`src/slid_pkg.sv`:
```
// Shared types and constants of the staff-line interline detector.
`default_nettype none
package slid_pkg;

   localparam int GRAY_W   = 8;
   localparam int STRIDE_W = 3;
   localparam int COUNT_W  = 13;
   localparam int VALUE_W  = 14;
   localparam int BIN_W    = 14;

   localparam int ROW_BITS_DEF  = 14;
   localparam int HIST_BINS_DEF = 81;

   localparam int MIN_DISTANCE = 4;
   localparam int MIN_VOTES    = 4;
   localparam int STRIDE_MAX   = 4;

   localparam logic [COUNT_W-1:0] COUNT_MAX = '1;
   localparam logic [BIN_W-1:0]   BIN_MAX   = '1;

   localparam logic [STRIDE_W-1:0] STRIDE_RESET   = 3'd2;
   localparam logic [COUNT_W-1:0]  REQUIRED_RESET = 13'd16;
   localparam logic [GRAY_W-1:0]   LEVEL_RESET    = 8'd112;

   typedef enum logic [1:0] {
      REG_SAMPLE_STRIDE = 2'd0,
      REG_REQUIRED_DARK = 2'd1,
      REG_DARK_LEVEL    = 2'd2
   } reg_index_type;

   typedef enum logic {
      KIND_CENTER    = 1'b0,
      KIND_INTERLINE = 1'b1
   } kind_type;

   typedef enum logic [2:0] {
      ST_CLEAR,
      ST_RUN,
      ST_ROW,
      ST_CENTER,
      ST_INCR,
      ST_SCAN,
      ST_SCAN_LAST,
      ST_EMIT
   } state_type;

   typedef struct packed {
      logic [GRAY_W-1:0] gray;
      logic              row_end;
      logic              page_end;
   } req_type;

   typedef struct packed {
      logic               kind;
      logic [VALUE_W-1:0] value;
      logic               last;
   } rsp_type;

endpackage
`default_nettype wire

```
`src/slid_ram.sv`:
```
// Generic single-port-write, single-port-read RAM with registered read data.
`default_nettype none
module slid_ram #(
   parameter int WIDTH = 14,
   parameter int DEPTH = 81
) (
   input  wire logic                     clock,
   input  wire logic                     wr_en,
   input  wire logic [$clog2(DEPTH)-1:0] wr_addr,
   input  wire logic [WIDTH-1:0]         wr_data,
   input  wire logic                     rd_en,
   input  wire logic [$clog2(DEPTH)-1:0] rd_addr,
   output logic      [WIDTH-1:0]         rd_data
);

   logic [WIDTH-1:0] mem [DEPTH];

   always_ff @(posedge clock) begin
      if (wr_en) begin
         mem[wr_addr] <= wr_data;
      end
      if (rd_en) begin
         rd_data <= mem[rd_addr];
      end
   end

endmodule
`default_nettype wire

```
`src/staff_line_interline_detector.sv`:
```
// Top level of the staff-line interline detector.
//
//  channel  | direction | handshake              | payload
//  ---------+-----------+------------------------+-----------------------------
//  request  | in        | req_valid / req_stall  | req_data: gray, row_end, page_end
//  result   | out       | rsp_valid / rsp_stall  | rsp_data: kind, value, last
//  config   | in        | APB psel/penable/...   | sample_stride, required_dark,
//           |           |                        | dark_level at 0x0, 0x4, 0x8
//
// A pixel that does not end its row is taken in ST_RUN. A row end passes through
// ST_ROW, then ST_CENTER when it closes a run of line rows, then ST_INCR when
// that close also bumps a histogram bin (read, then write back, through the
// single histogram RAM). A page end adds a scan over the histogram RAM, which
// finds the most frequent distance and zeroes each bin behind it, then ST_EMIT
// hands off the interline result.
// After reset a clearing pass zeroes the histogram RAM;
// no request is taken meanwhile (config writes still are).
// A stalled result holds in the output register; the block keeps taking pixels
// until it must push a second result, where it waits.
`default_nettype none
module staff_line_interline_detector
   import slid_pkg::*;
#(
   parameter int ROW_BITS  = ROW_BITS_DEF,
   parameter int HIST_BINS = HIST_BINS_DEF
) (
   input  wire logic        clock,
   input  wire logic        reset,
   // request channel
   input  wire logic        req_valid,
   output logic             req_stall,
   input  wire req_type     req_data,
   // result channel
   output logic             rsp_valid,
   input  wire logic        rsp_stall,
   output rsp_type          rsp_data,
   // configuration port
   input  wire logic        psel,
   input  wire logic        penable,
   input  wire logic        pwrite,
   input  wire logic [3:0]  paddr,
   input  wire logic [31:0] pwdata,
   output logic [31:0]      prdata,
   output logic             pready
);

   localparam int HA = $clog2(HIST_BINS);
   localparam logic [HA-1:0] LAST_BIN = HA'(HIST_BINS - 1);
   localparam logic [HA-1:0] MIN_BIN  = HA'(MIN_DISTANCE);

   // ---------------------------------------------------------------------------
   // Configuration registers
   // ---------------------------------------------------------------------------
   logic [STRIDE_W-1:0] stride_ff;
   logic [COUNT_W-1:0]  required_ff;
   logic [GRAY_W-1:0]   level_ff;
   logic                csr_write;

   assign pready    = 1'b1;
   assign csr_write = psel & penable & pwrite & pready;

   always_ff @(posedge clock) begin
      if (reset) begin
         stride_ff   <= STRIDE_RESET;
         required_ff <= REQUIRED_RESET;
         level_ff    <= LEVEL_RESET;
      end else if (csr_write) begin
         case (reg_index_type'(paddr[3:2]))
            REG_SAMPLE_STRIDE: stride_ff   <= pwdata[STRIDE_W-1:0];
            REG_REQUIRED_DARK: required_ff <= pwdata[COUNT_W-1:0];
            REG_DARK_LEVEL:    level_ff    <= pwdata[GRAY_W-1:0];
            default: ;
         endcase
      end
   end

   always_comb begin
      case (reg_index_type'(paddr[3:2]))
         REG_SAMPLE_STRIDE: prdata = 32'(stride_ff);
         REG_REQUIRED_DARK: prdata = 32'(required_ff);
         REG_DARK_LEVEL:    prdata = 32'(level_ff);
         default:           prdata = '0;
      endcase
   end

   // ---------------------------------------------------------------------------
   // State
   // ---------------------------------------------------------------------------
   state_type            state_ff, state_in;
   logic [1:0]           phase_ff, phase_in;
   logic [COUNT_W-1:0]   count_ff, count_in;
   logic [ROW_BITS-1:0]  row_ff, row_in;
   logic                 in_run_ff, in_run_in;
   logic [ROW_BITS-1:0]  run_start_ff, run_start_in;
   logic [ROW_BITS-1:0]  prev_ff, prev_in;
   logic                 have_ff, have_in;
   logic                 peak_ff, peak_in;
   logic                 page_ff, page_in;
   logic [ROW_BITS-1:0]  center_ff, center_in;
   logic [HA-1:0]        incr_addr_ff, incr_addr_in;
   logic [HA-1:0]        scan_addr_ff, scan_addr_in;
   logic                 scan_pend_ff, scan_pend_in;
   logic [HA-1:0]        scan_rd_addr_ff, scan_rd_addr_in;
   logic [HA-1:0]        best_addr_ff, best_addr_in;
   logic [BIN_W-1:0]     best_cnt_ff, best_cnt_in;
   logic                 rsp_valid_ff, rsp_valid_in;
   rsp_type              rsp_data_ff, rsp_data_in;

   // histogram RAM
   logic             ram_wr_en, ram_rd_en;
   logic [HA-1:0]    ram_wr_addr, ram_rd_addr;
   logic [BIN_W-1:0] ram_wr_data, ram_rd_data;

   slid_ram #(
      .WIDTH (BIN_W),
      .DEPTH (HIST_BINS)
   ) u_hist_ram (
      .clock   (clock),
      .wr_en   (ram_wr_en),
      .wr_addr (ram_wr_addr),
      .wr_data (ram_wr_data),
      .rd_en   (ram_rd_en),
      .rd_addr (ram_rd_addr),
      .rd_data (ram_rd_data)
   );

   // ---------------------------------------------------------------------------
   // Shared combinational terms
   // ---------------------------------------------------------------------------
   logic                accept;
   logic                row_done;
   logic                can_push;
   logic [STRIDE_W-1:0] stride_eff;
   logic [STRIDE_W-1:0] phase_inc;
   logic                dark_hit;
   logic [COUNT_W-1:0]  count_next;
   logic [ROW_BITS-1:0] start_sel;
   logic                close_run;
   logic [ROW_BITS-1:0] end_row;
   logic [ROW_BITS:0]   center_sum;
   logic [ROW_BITS-1:0] gap;
   logic                dist_ok;
   logic                best_take;
   logic                scan_zero;

   assign accept   = req_valid & ~req_stall;
   assign row_done = req_data.row_end | req_data.page_end;
   assign can_push = ~rsp_valid_ff | ~rsp_stall;

   // stride zero acts as one, above four as four
   assign stride_eff = (stride_ff == '0) ? STRIDE_W'(1) :
                       (stride_ff > STRIDE_W'(STRIDE_MAX)) ? STRIDE_W'(STRIDE_MAX) :
                       stride_ff;
   assign phase_inc  = STRIDE_W'(phase_ff) + STRIDE_W'(1);
   assign dark_hit   = (phase_ff == 2'd0) && (req_data.gray < level_ff) &&
                       (count_ff != COUNT_MAX);
   assign count_next = count_ff + COUNT_W'(dark_hit);

   // run bookkeeping at a row end (row_ff still holds the ending row)
   assign start_sel  = in_run_ff ? run_start_ff : row_ff;
   assign close_run  = peak_ff ? page_ff : in_run_ff;
   assign end_row    = peak_ff ? row_ff : row_ff - ROW_BITS'(1);
   assign center_sum = {1'b0, start_sel} + {1'b0, end_row};

   // distance to the previous center; only 4 .. HIST_BINS-1 is recorded
   assign gap     = center_ff - prev_ff;
   assign dist_ok = have_ff && (center_ff > prev_ff) &&
                    (gap >= ROW_BITS'(MIN_DISTANCE)) &&
                    ({1'b0, gap} < (ROW_BITS+1)'(HIST_BINS));

   // scan: first bin from MIN_DISTANCE on with the strictly largest count
   assign best_take = scan_pend_ff && (scan_rd_addr_ff >= MIN_BIN) &&
                      ((scan_rd_addr_ff == MIN_BIN) || (ram_rd_data > best_cnt_ff));
   assign scan_zero = (state_ff == ST_SCAN) || (state_ff == ST_SCAN_LAST);

   // ---------------------------------------------------------------------------
   // Next state
   // ---------------------------------------------------------------------------
   always_comb begin
      state_in = state_ff;
      case (state_ff)
         ST_CLEAR: begin
            if (scan_addr_ff == LAST_BIN) state_in = ST_RUN;
         end
         ST_RUN: begin
            if (accept && row_done) state_in = ST_ROW;
         end
         ST_ROW: begin
            if (close_run)    state_in = ST_CENTER;
            else if (page_ff) state_in = ST_SCAN;
            else              state_in = ST_RUN;
         end
         ST_CENTER: begin
            if (can_push) begin
               if (dist_ok)      state_in = ST_INCR;
               else if (page_ff) state_in = ST_SCAN;
               else              state_in = ST_RUN;
            end
         end
         ST_INCR: begin
            state_in = page_ff ? ST_SCAN : ST_RUN;
         end
         ST_SCAN: begin
            if (scan_addr_ff == LAST_BIN) state_in = ST_SCAN_LAST;
         end
         ST_SCAN_LAST: begin
            state_in = ST_EMIT;
         end
         ST_EMIT: begin
            if (can_push) state_in = ST_RUN;
         end
         default: state_in = ST_CLEAR;
      endcase
   end

   // ---------------------------------------------------------------------------
   // Outputs: handshake, RAM port controls
   // ---------------------------------------------------------------------------
   always_comb begin
      req_stall   = (state_ff != ST_RUN);
      ram_wr_en   = 1'b0;
      ram_wr_addr = scan_addr_ff;
      ram_wr_data = '0;
      ram_rd_en   = 1'b0;
      ram_rd_addr = scan_addr_ff;
      case (state_ff)
         ST_CLEAR: begin
            ram_wr_en = 1'b1;
         end
         ST_CENTER: begin
            ram_rd_en   = can_push & dist_ok;
            ram_rd_addr = HA'(gap);
         end
         ST_INCR: begin
            ram_wr_en   = 1'b1;
            ram_wr_addr = incr_addr_ff;
            ram_wr_data = (ram_rd_data == BIN_MAX) ? ram_rd_data
                                                   : ram_rd_data + BIN_W'(1);
         end
         ST_SCAN: begin
            ram_rd_en = 1'b1;
         end
         default: ;
      endcase
      // each bin is zeroed the cycle after it is read
      if (scan_zero && scan_pend_ff) begin
         ram_wr_en   = 1'b1;
         ram_wr_addr = scan_rd_addr_ff;
         ram_wr_data = '0;
      end
   end

   // ---------------------------------------------------------------------------
   // Datapath next values
   // ---------------------------------------------------------------------------
   always_comb begin
      phase_in        = phase_ff;
      count_in        = count_ff;
      row_in          = row_ff;
      in_run_in       = in_run_ff;
      run_start_in    = run_start_ff;
      prev_in         = prev_ff;
      have_in         = have_ff;
      peak_in         = peak_ff;
      page_in         = page_ff;
      center_in       = center_ff;
      incr_addr_in    = incr_addr_ff;
      scan_addr_in    = scan_addr_ff;
      scan_pend_in    = 1'b0;
      scan_rd_addr_in = scan_addr_ff;
      best_addr_in    = best_addr_ff;
      best_cnt_in     = best_cnt_ff;
      rsp_valid_in    = rsp_valid_ff & rsp_stall;
      rsp_data_in     = rsp_data_ff;

      case (state_ff)
         ST_CLEAR: begin
            scan_addr_in = (scan_addr_ff == LAST_BIN) ? '0 : scan_addr_ff + HA'(1);
         end
         ST_RUN: begin
            if (accept) begin
               if (row_done) begin
                  peak_in  = (count_next >= required_ff);
                  page_in  = req_data.page_end;
                  count_in = '0;
                  phase_in = 2'd0;
               end else begin
                  count_in = count_next;
                  phase_in = (phase_inc >= stride_eff) ? 2'd0 : phase_inc[1:0];
               end
            end
         end
         ST_ROW: begin
            if (peak_ff) begin
               run_start_in = start_sel;
               in_run_in    = ~page_ff;
            end else begin
               in_run_in = 1'b0;
            end
            center_in = center_sum[ROW_BITS:1];
            if (row_ff != '1) row_in = row_ff + ROW_BITS'(1);
         end
         ST_CENTER: begin
            if (can_push) begin
               prev_in      = center_ff;
               have_in      = 1'b1;
               incr_addr_in = HA'(gap);
               rsp_valid_in = 1'b1;
               rsp_data_in  = '{kind:  KIND_CENTER,
                                value: VALUE_W'(center_ff),
                                last:  1'b0};
            end
         end
         ST_SCAN: begin
            scan_pend_in    = 1'b1;
            scan_rd_addr_in = scan_addr_ff;
            scan_addr_in    = (scan_addr_ff == LAST_BIN) ? '0 : scan_addr_ff + HA'(1);
         end
         ST_EMIT: begin
            if (can_push) begin
               rsp_valid_in = 1'b1;
               rsp_data_in  = '{kind:  KIND_INTERLINE,
                                value: (best_cnt_ff < BIN_W'(MIN_VOTES)) ? '0
                                       : VALUE_W'(best_addr_ff),
                                last:  1'b1};
               // page done: back to the cleared state
               row_in       = '0;
               in_run_in    = 1'b0;
               run_start_in = '0;
               prev_in      = '0;
               have_in      = 1'b0;
            end
         end
         default: ;
      endcase

      if (best_take) begin
         best_addr_in = scan_rd_addr_ff;
         best_cnt_in  = ram_rd_data;
      end
   end

   // ---------------------------------------------------------------------------
   // Registers
   // ---------------------------------------------------------------------------
   always_ff @(posedge clock) begin
      if (reset) begin
         state_ff     <= ST_CLEAR;
         phase_ff     <= '0;
         count_ff     <= '0;
         row_ff       <= '0;
         in_run_ff    <= 1'b0;
         run_start_ff <= '0;
         prev_ff      <= '0;
         have_ff      <= 1'b0;
         peak_ff      <= 1'b0;
         page_ff      <= 1'b0;
         scan_addr_ff <= '0;
         scan_pend_ff <= 1'b0;
         rsp_valid_ff <= 1'b0;
      end else begin
         state_ff     <= state_in;
         phase_ff     <= phase_in;
         count_ff     <= count_in;
         row_ff       <= row_in;
         in_run_ff    <= in_run_in;
         run_start_ff <= run_start_in;
         prev_ff      <= prev_in;
         have_ff      <= have_in;
         peak_ff      <= peak_in;
         page_ff      <= page_in;
         scan_addr_ff <= scan_addr_in;
         scan_pend_ff <= scan_pend_in;
         rsp_valid_ff <= rsp_valid_in;
      end
   end

   // payload registers, no reset
   always_ff @(posedge clock) begin
      center_ff       <= center_in;
      incr_addr_ff    <= incr_addr_in;
      scan_rd_addr_ff <= scan_rd_addr_in;
      best_addr_ff    <= best_addr_in;
      best_cnt_ff     <= best_cnt_in;
      rsp_data_ff     <= rsp_data_in;
   end

   assign rsp_valid = rsp_valid_ff;
   assign rsp_data  = rsp_data_ff;

endmodule
`default_nettype wire
```
`config.mk`:
```
export PLATFORM = sky130hd
export DESIGN_NAME = staff_line_interline_detector
export DESIGN_NICKNAME = d
export VERILOG_FILES = /design/src/slid_pkg.sv /design/src/slid_ram.sv /design/src/staff_line_interline_detector.sv
export SDC_FILE = /design/constraint.sdc
export NUM_CORES = 1
export LEC_CHECK = 0
export BUFFER_PORTS_ARGS = -buffer_cell sky130_fd_sc_hd__buf_2
export CAP_MARGIN = 20
export CORE_UTILIZATION = 35
export CTS_CLUSTER_SIZE = 14
export DETAILED_ROUTE_END_ITERATION = 6
export PLACE_DENSITY_LB_ADDON = 0.05
export SYNTH_ARGS = -nofsm -noshare
export SYNTH_HDL_FRONTEND = slang
export SYNTH_SLANG_ARGS = --single-unit
export TNS_END_PERCENT = 30
```
`constraint.sdc`:
```
create_clock -name clock -period 5.9 [get_ports clock]
set_input_delay 0.59 -clock clock [delete_from_list [all_inputs] [get_ports clock]]
set_output_delay 0.59 -clock clock [all_outputs]
set_load 0.005 [all_outputs]
```
==> metrics.txt, run 1 <==
largest net degree at the start of global routing between 80 and 90; yosys warns 0; post-synth top area cell edfxtp_1; Worst Setup Start Kind register; vias per cell between 5 and 6; ANT cells 0; Synth Flop Type edfxtp_1; Residual DRC 0; first-pass GRT wire length 236.3 mm; All-Layer GR Usage 0.2061; Pwr per Cell Area approximately 340 nW/µm²; CTS tree done; vias post-DR 32.56k; Setup crit end kind register; post-cts resize count 0; EDFF count, synth about 1.2k; IO Pins about 100; cells after synthesis about 3.6k; fraction of layout cells with a size suffix above 1 0.1800; maximum VDD drop 0.2869 mV; Fin Setup TNS 0 ps; Worst R2R Start level_ff[1]$_SDFFE_PP0P_; Final period util 0.7950; total die area 159,200 µm²; worst hold-check path type in2reg; worst hold start pwdata[6]; Critical Path Source level_ff[1]$_SDFFE_PP0P_; post-route cell area 63,280 µm²; unrepaired setup endpoints after global routing false; synthesized area per cell 15.16 µm²; fin. max-slew vios 0; Slew HR 0.2395; DRT Pass-1 Iters 6; die width 399.0 µm; Final min period approximately 4700 ps; register area around 38,000 µm²; grt ovf 0; root buf cell clkbuf_16; Routability Congestion ~0.85; Final Skew 27.70 ps; nets@finish around 4.0k; total CTS buffers approximately 150; Max-cap violations 0; Final Total Pwr between 20 and 25 mW; Final Hold Fails 0; setup violators final 0; I/O Buffers just over 60; area grow syn2layout 14.73%; Clock transition at path regs approximately 50 ps; H-tree levels 4; initial antenna violation count 5; Worst Tran Pin Value approximately 1100 ps; count of cell types in the netlist 85; crit path DAT about 5300 ps; Yosys reg bits 1,309; Post-Syn Area 55,160 µm²; footprint of the multi-input gates ~16,000 µm²; Area contributors post-synth edfxtp_1 66%, mux4_2 8.0%, dfxtp_1 3.8%; CTS Buffer Depth 3; worst setup path class reg2reg; Synth top cells by count 1,205 x edfxtp_1, 468 x nand2_1, 297 x nor2_1, 196 x mux4_2, 142 x a21oi_1; crit path max fanout 4; clock sinks 1,309; Seq/Total Area, Yosys 0.6938; worst skew pair latency between 700 and 800 ps; Async SR Flop Fraction 0; Layout Utilization 0.4047; core box area between 150,000 and 200,000 µm²; Final HPWL DP slightly above 100 mm; Post-Route WL around 160 mm; Crit path required time about 6500 ps; first-iteration detailed-routing DRC count roughly 3k; # rows approximately 150; routed len/inst 27.21 µm; fmax about 210 MHz; Routed Antenna Nets 0; count leader, synth edfxtp_1; Leak between 20 and 25 nW; Initial Util 0.3527; Placed Area 58,470 µm²; Yosys top cell area share 0.6560; Fill cells about 14k; chip height 399.0 µm; status complete, no violations; vias in the first global route approximately 33k
-- cell families (layout without fill, tap and decap cells) --
kind of cell / count (synthesis) / in the layout / share of synthesized area
other: 2 / 20 / 0.0001362
adder cells (fa/ha/maj): 75 / 75 / 0.01728
multiplexers: 328 / 328 / 0.1054
flip-flops: 1309 / 1309 / 0.6938
AND/OR/NAND/NOR: 1045 / 1045 / 0.08202
XOR/XNOR: 65 / 65 / 0.01032
AO/OA/AOI/OAI: 523 / 523 / 0.06392
buffers and inverters: 292 / 591 / 0.02720
-- state kept, by name, summed over array words and instances, names as in the netlist, 2 cells and up --
signal and count:
u_hist_ram.rd_data 14, row_ff 14, u_hist_ram.mem 1134, run_start_ff 14
state_ff 3, best_addr_ff 7, count_ff 13, phase_ff 2
incr_addr_ff 7, level_ff 8, scan_rd_addr_ff 7, required_ff 13
rsp_data 15, stride_ff 3, prev_ff 14, center_ff 14
scan_addr_ff 7, best_cnt_ff 14
-- cell type report --
cell class                 instances  area share
sequential                      1309      0.6047
multi-input combinational       2056      0.2472
clock buffer                     203     0.06461
tap                             2058     0.04069
timing repair buffer             234     0.02740
clock inverter                    75     0.01068
inverter                          79    0.004686
-- per-layer routing --
layer	routed length, µm	global-route usage	up-vias
li1	-	-	14390
met1	73700	0.2876	17020
met2	78320	0.3358	961
met3	8485	0.03482	187
met4	3125	0.04771	0
met5	0	0	-
-- worst max-delay path, stage by stage (launching register included) --
cell and delay (ps):
dfxtp_1 360, inv_1 60, ha_1 270, a21o_1 160, a21o_1 190, a21o_1 190, a21o_1 190, a21oi_1 140
nor2b_1 50, o21ai_0 160, nor4bb_1 290, ha_1 230, ha_1 190, nand3_1 140, nor2_1 130, nand2_1 140
xnor2_1 160, ha_1 300, a21oi_1 140, nor2b_1 60, o21ai_0 160, nand2b_1 80, a21oi_1 160, o31a_1 160
o21ai_0 150, a21oi_1 200, a211oi_1 80
-- report_power, final --
part | switching (mW) | internal [mW] | total, mW
registers | 0.0624 | 10.1 | 10.2
logic | 1.67 | 0.905 | 2.58
clock network | 3.81 | 5.24 | 9.05
-- per-stage QoR --
stage          worst slack [ps]  instances  hold slack (ps)
6_report                   1209       6014            72.73
5_1_grt                   757.6       6014            26.90
4_1_cts                    1125       6014           0.9516
3_5_place_dp              888.7       5731            387.0
3_3_place_gp              788.8       5730            384.7
2_1_floorplan             903.8       3657            329.0
-- what timing repair did --
action,in CTS,in global routing
hold buffers,5,0
endpoints found under the hold margin,6,0
buffers inserted,0,0
-- layout by cell type (no fill, tap or decap), drive strengths merged, types with 74 or more instances in the layout --
master	netlist	layout
dfxtp	104	104
clkbuf	84	203
o21ai	74	74
nor2	301	301
edfxtp	1205	1205
inv	78	86
a21oi	143	143
mux4	196	196
buf	129	229
nand3	108	108
mux2i	87	87
nand2	468	468
-- final timing paths --
path | to | slack, ps | depth (start not counted)
max | peak_ff$_SDFFE_PP0P_ | 1210 | 26
min | level_ff[6]$_SDFFE_PP1P_ | 70 | 2
max reg2reg | peak_ff$_SDFFE_PP0P_ | 1210 | 26
min reg2reg | scan_rd_addr_ff[0]$_DFF_P_ | 400 | 0
Note: power is estimated with default switching activity, not from simulation.
==> run 2: changes to the inputs <==
--- a/config.mk
+++ b/config.mk
@@ -5,6 +5,7 @@
 export SDC_FILE = /design/constraint.sdc
 export NUM_CORES = 1
 export LEC_CHECK = 0
+export ABC_AREA = 1
 export BUFFER_PORTS_ARGS = -buffer_cell sky130_fd_sc_hd__buf_2
 export CAP_MARGIN = 20
 export CORE_UTILIZATION = 35
==> constraint.sdc (replaced) <==
create_clock -name clock -period 4.17 [get_ports clock]
set_input_delay 0.417 -clock clock [delete_from_list [all_inputs] [get_ports clock]]
set_output_delay 0.417 -clock clock [all_outputs]
set_load 0.005 [all_outputs]
==> run 2 against run 1 <==
Count of clock-buffer cells in the layout decreased by 22. Critical path depth decreased by 13. Synthesized cell count is 31% higher. Sequential share of layout area down 0.87 points. Sequential power rose by 45%. Hold slack better by 18 ps. First-iteration DRC count rose by 2.2%. Final area grew 1.5%. Clock power rose by 45%. Die area rose by 0.15%. Cell count rose by 19%. Critical path type unchanged. Critical endpoint is now u_hist_ram.mem[32][7]$_DFFE_PP_. Largest cell class unchanged. Highest routed layer unchanged.
==> metrics.txt, run 2 <==
Synth Flop Type edfxtp_1; post-synthesis xor/xnor area fraction 0.005073 (-0.005247); Initial Util 0.3532 (+0.0005280); chip height 399.3 µm (about the same); total CTS buffers 151 (-0.66%); CTS Buffer Depth 3 (unchanged); grt ovf 0 (unchanged); Final min period 3765 ps (-925.9 ps); WHS 90.57 ps (+17.85 ps); Synth Area in Compound Gates 0.1205 (+0.05660); max reg flops 1,134 (unchanged); crit path max fanout 14 (+10); clock sinks 1,309 (unchanged); first-pass GRT wire length 246.1 mm (+4.1%); Leak 20.60 nW (-6.8%); Seq/Total Area, Yosys 0.6927 (-0.001037); Final Skew 19.30 ps (-8.395 ps); Setup crit end kind register; area grow syn2layout 16.23%; count of cell types in the netlist 47 (-45%); Worst R2R Start state_ff[0]$_SDFFE_PP0P_; status complete, no violations; Residual DRC 0 (unchanged); worst setup path class reg2reg; IO Pins 104 (unchanged); # rows 145 (unchanged); Slew HR 0.3328 (+0.09332); first-iteration detailed-routing DRC count 3,030 (+2.2%); routed len/inst 23.61 µm (-13%); Final Hold Fails 0 (unchanged); Highest Signal Layer met4; die width 399.3 µm (about the same); Routed Antenna Nets 0 (unchanged); Post-Syn Area 55,240 µm² (+0.15%); Area contributors post-synth edfxtp_1 66%, nor2_1 6.4%, o21ai_0 4.6%; Final HPWL DP 101.1 mm (-0.53%); DRT Pass-1 Iters 7 (+1); commonest non-fill, non-tap cell in the layout edfxtp_1; Async SR Flop Fraction 0 (unchanged); vias in the first global route 35.40k (+7.7%); metal3 WL 7.329 mm (-14%); maximum VDD drop 0.5206 mV (+81%); nets@finish 5,074 (+28%); post-synth top area cell edfxtp_1; Yosys top cell area share 0.6550 (-0.0009806); Crit path required time 4630 ps (-1890 ps); Max-cap violations 0 (unchanged); commonest cells after routing, fill and taps aside 1,205 x edfxtp_1, 944 x nor2_1, 512 x o21ai_0; largest net degree at the start of global routing 104 (+17%); All-Layer GR Usage 0.2102 (+0.004181); initial antenna violation count 3 (-2); Post-Route M1 WL 79.64 mm (+8.1%); Post-Synth Adder-Cell Area 0.01726 (-0.00002584); Synth top cells by count 1,205 x edfxtp_1, 947 x nor2_1, 513 x o21ai_0, 413 x nand2_1, 260 x nand3_1; worst hold-check path type in2reg; simple-gate share of the synthesized area 0.1238 (+0.04180); synthesized area per cell 11.59 µm² (-24%); Worst Tran Pin Value 993.1 ps (-144.9 ps); yosys warns 0 (unchanged); unrepaired setup endpoints after global routing false; crit path DAT 4220 ps (-1090 ps); Yosys reg bits 1,309 (unchanged); Pwr per Cell Area 605.6 nW/µm² (+76%); Post-Route WL 168.4 mm (+3.0%); Fin Setup TNS 0 ps (unchanged); root buf cell clkbuf_16; EDFF count, synth 1,205 (unchanged); Final period util 0.9028 (+0.1078); Routability Congestion 0.8134 (-4.4%); fin. max-slew vios 0 (unchanged); worst skew pair latency 770 ps (about the same); count leader, synth edfxtp_1; setup violators final 0 (unchanged); worst hold start req_data[1]; Critical Path Source state_ff[0]$_SDFFE_PP0P_; fmax 265.6 MHz (+25%); total die area 159,400 µm² (+0.15%); Worst Setup Start Kind register; post-cts resize count 0 (unchanged); largest family of logic cells by synthesized area simple AND/OR/NAND/NOR gates; H-tree levels 4 (unchanged); Clock transition at path regs 60 ps (about the same); CTS tree done; Final Total Pwr 38.88 mW (+78%); core box area 156,400 µm² (unchanged); Fill cells 15.00k (+4.8%); vias post-DR 36.75k (+13%); Biggest register u_hist_ram.mem; fraction of layout cells with a size suffix above 1 0.1080 (-0.07196); vias per cell 5.150 (-4.9%); Detail Route met2 WL 77.06 mm (-1.6%); I/O Buffers 62 (unchanged); cells after synthesis 4,765 (+31%); multiplexer share of the synthesized area 0 (-0.1054)
run 2: worst paths after layout:
kind                                      to  slack [ps]  cells past startpoint
max          u_hist_ram.mem[32][7]$_DFFE_PP_         410                     13
min                     page_ff$_SDFFE_PP0P_          90                      4
max reg2reg  u_hist_ram.mem[32][7]$_DFFE_PP_         410                     13
min reg2reg       scan_rd_addr_ff[3]$_DFF_P_         370                      0
run 2: cell type report:
class / instances / area [µm²] / area share
antenna: 4 / 10.01 / 0.0001559
clock buffer: 181 / 3965 / 0.06175
clock inverter: 99 / 893.4 / 0.01391
inverter: 230 / 888.4 / 0.01384
multi-input combinational: 2954 / 15010 / 0.2338
sequential: 1309 / 38270 / 0.5960
tap: 2058 / 2575 / 0.04010
timing repair buffer: 300 / 2597 / 0.04046
run 2: through the flow:
stage	cells	setup WS [ps]	utilization	cell area, µm²
after CTS	7131	374.6	0.4105	64200
after global placement	6836	440.9	0.3785	59190
final	7135	405.3	0.4106	64210
after detailed placement	6836	392.1	0.3785	59190
after global routing	7131	102.6	0.4105	64200
after floorplan	4783	-1176	-	55320
run 2: kinds of logic after synthesis:
logic type | Yosys count
xor+xnor | 32
compound gates | 1136
other cells | 2
simple gates | 1691
flops | 1309
buf+inv | 520
fa+ha+maj | 75
run 2: repair_timing:
| item | in CTS | in global routing |
|---|---|---|
| setup buffers | 0 | 0 |
| hold buffers | 15 | 0 |
| endpoints found under the hold margin | 29 | 0 |
| endpoints found under the setup margin | 0 | 0 |
run 2: where the power goes:
group / leakage [nW] / internal (mW) / total, mW / switching (mW)
Combinational: 7.71 / 3.07 / 11.0 / 7.96
Clock: 2.38 / 7.57 / 13.1 / 5.52
Sequential: 10.5 / 14.6 / 14.8 / 0.149
Total: 20.6 / 25.3 / 38.9 / 13.6
run 2: worst max-delay path: stages, from the launching register on:
cell and delay (ps):
dfxtp_1 440, nor2_1 120, inv_2 70, nand3_1 110, nor2_1 170, inv_1 210, o21ai_0 650, inv_1 190
nor2_1 180, nand2_1 90, nor2_1 170, inv_1 430, nor2_1 310, buf_4 280
run 2: metal layers:
metal  up-vias  global-route usage
li1      17560                   -
met1     18250              0.2995
met2       729              0.3302
met3       211             0.03295
met4         0             0.06127
met5         -                   0
==> run 3: changes to the inputs <==
--- a/config.mk
+++ b/config.mk
@@ -8,6 +8,8 @@
 export ABC_AREA = 1
 export BUFFER_PORTS_ARGS = -buffer_cell sky130_fd_sc_hd__buf_2
 export CAP_MARGIN = 20
+export CELL_PAD_IN_SITES_DETAIL_PLACEMENT = 1
+export CELL_PAD_IN_SITES_GLOBAL_PLACEMENT = 2
 export CORE_UTILIZATION = 35
 export CTS_CLUSTER_SIZE = 14
 export DETAILED_ROUTE_END_ITERATION = 6
==> run 3 against run 2 <==
Die area stayed put. Global-route usage rose by 0.87 points. Non-clock buffer count increased by 4. Clock skew increased by 14 ps. Largest power group unchanged. Cell count about the same.
==> metrics.txt, run 3 (same netlist as run 2, synthesis figures left out) <==
status complete, no violations; Worst R2R Start state_ff[2]$_SDFFE_PP0P_; worst r2r dst u_hist_ram.mem[15][9]$_DFFE_PP_; clock sinks 1,309 (unchanged); Highest Signal Layer met5; post-cts hold buffer count 16 (+1); Max-cap violations 0 (unchanged); All-Layer GR Usage 0.2190 (+0.008747); root buf cell clkbuf_16; crit path max fanout 14 (unchanged); Final min period 3781 ps (+16.26 ps); register area 38,270 µm² (unchanged); first-pass GRT wire length 256.7 mm (+4.3%); Worst Setup Start Kind register; fin. max-slew vios 0 (unchanged); total CTS buffers 150 (-0.66%); # rows 145 (unchanged); maximum VDD drop 0.3984 mV (-23%); CTS tree done; Setup crit end kind register; commonest non-fill, non-tap cell in the layout edfxtp_1; Detail Route met2 WL 80.59 mm (+4.6%); Biggest register u_hist_ram.mem; setup violators final 0 (unchanged); area grow syn2layout 16.15% (about the same); crit path DAT 4250 ps (+30 ps); Fill cells 16.60k (+11%); IO Pins 104 (unchanged); grt ovf 0 (unchanged); Final Total Pwr 38.81 mW (-0.18%); Pwr per Cell Area 604.9 nW/µm² (-0.11%); Crit path required time 4640 ps (about the same); Slew HR 0.2538 (-0.07905); worst setup path class reg2reg; post-cts resize count 0 (unchanged); vias per cell 5.220 (+1.4%); worst skew pair latency 790 ps (+20 ps); largest net degree at the start of global routing 96 (-7.7%); Routability Congestion 0.8033 (-1.2%); Layout Utilization 0.4103 (about the same); r2r setup slk 390 ps (-20 ps); worst hold-check path type in2reg; Final period util 0.9067 (+0.003899); footprint of the multi-input gates 15,020 µm² (about the same); I/O Buffers 62 (unchanged); nets@finish 5,077 (+0.059%); CTS Buffer Depth 3 (unchanged); Post-Route WL 174.5 mm (+3.6%); Initial Util 0.3532 (unchanged); Residual DRC 0 (unchanged); Clock transition at path regs 60 ps (about the same); Routed Antenna Nets 0 (unchanged); fraction of layout cells with a size suffix above 1 0.1061 (-0.001929); post-CTS setup buffer count 0 (unchanged); Leak 20.53 nW (-0.36%); commonest cells after routing, fill and taps aside 1,205 x edfxtp_1, 943 x nor2_1, 512 x o21ai_0; Critical Path End u_hist_ram.mem[15][9]$_DFFE_PP_; Post-Route M1 WL 83.71 mm (+5.1%); max reg flops 1,134 (unchanged); first-iteration detailed-routing DRC count 2,131 (-30%); vias post-DR 37.23k (+1.3%); vias in the first global route 37.98k (+7.3%); worst hold start paddr[2]; unrepaired setup endpoints after global routing false; Worst Tran Pin Value 1118 ps (+125.0 ps); Reg2Reg Depth 11 (-2); total die area 159,400 µm² (unchanged); fmax 264.5 MHz (-0.43%); die width 399.3 µm (unchanged); chip height 399.3 µm (unchanged); core box area 156,400 µm² (unchanged); Final HPWL DP 107.3 mm (+6.1%); initial antenna violation count 7 (+4); Worst Hold Depth 6 (+2); DRT Pass-1 Iters 5 (-2); Final Skew 33.40 ps (+14.10 ps); H-tree levels 4 (unchanged); Final Hold Fails 0 (unchanged); Critical Path Source state_ff[2]$_SDFFE_PP0P_; metal3 WL 6.006 mm (-18%); routed len/inst 24.46 µm (+3.6%)
-- run 3: changes by cell type in the layout (fill, tap and decap cells not counted), moves of 4 or more --
cell	change
inv_16	-4
clkbuf_1	+16
clkinv_1	-7
buf_4	-4
buf_12	+7
clkinv_2	-11
bufinv_16	-5
-- run 3: through the flow --
step	area [µm²]	worst slack (ps)	setup TNS, ps	hold WS [ps]	cells
detailed placement	59300	241.0	0	368.7	6839
global route	64160	54.22	0	104.6	7129
floorplan	55320	-1176	-121610	351.0	4783
finish	64160	389.0	0	100.0	7132
CTS	64160	238.7	0	35.43	7129
global placement	59300	294.0	0	366.6	6838
-- run 3: layout make-up --
type,count,share of cell area
clock inverters,78,0.01078
inverters,230,0.01385
well taps,2058,0.04013
diodes,3,0.0001170
flip-flops and latches,1309,0.5964
repair buffers,304,0.04235
clock buffers,196,0.06234
multi-input cells,2954,0.2340
-- run 3: worst max-delay path, stage by stage, from the launching register on --
cell and delay [ps]:
dfxtp_1 530, inv_1 180, nor2_2 510, inv_1 120
nand2_1 90, nand3_1 70, o21ai_0 240, inv_1 200
nor2_1 600, nand2_1 450, nor2_1 220, buf_4 270
-- run 3: routing by layer --
metal,track usage,vias to the layer above
li1,-,17540
met4,0.06107,2
met3,0.02944,236
met5,0,-
met1,0.3096,18900
met2,0.3516,547
-- run 3: power breakdown --
group	internal (mW)	total (mW)	switching (mW)
clock	7.23	12.7	5.46
sequential	14.6	14.8	0.164
combinational	3.24	11.3	8.10
-- run 3: worst min-delay path by stage --
stage	to	slack, ps
after CTS	stride_ff[1]$_SDFFE_PP1P_	40
after floorplan	scan_rd_addr_ff[3]$_DFF_P_	350
after detailed placement	scan_rd_addr_ff[3]$_DFF_P_	370
final	stride_ff[1]$_SDFFE_PP1P_	100
after global placement	scan_rd_addr_ff[3]$_DFF_P_	370
after global routing	stride_ff[1]$_SDFFE_PP1P_	100
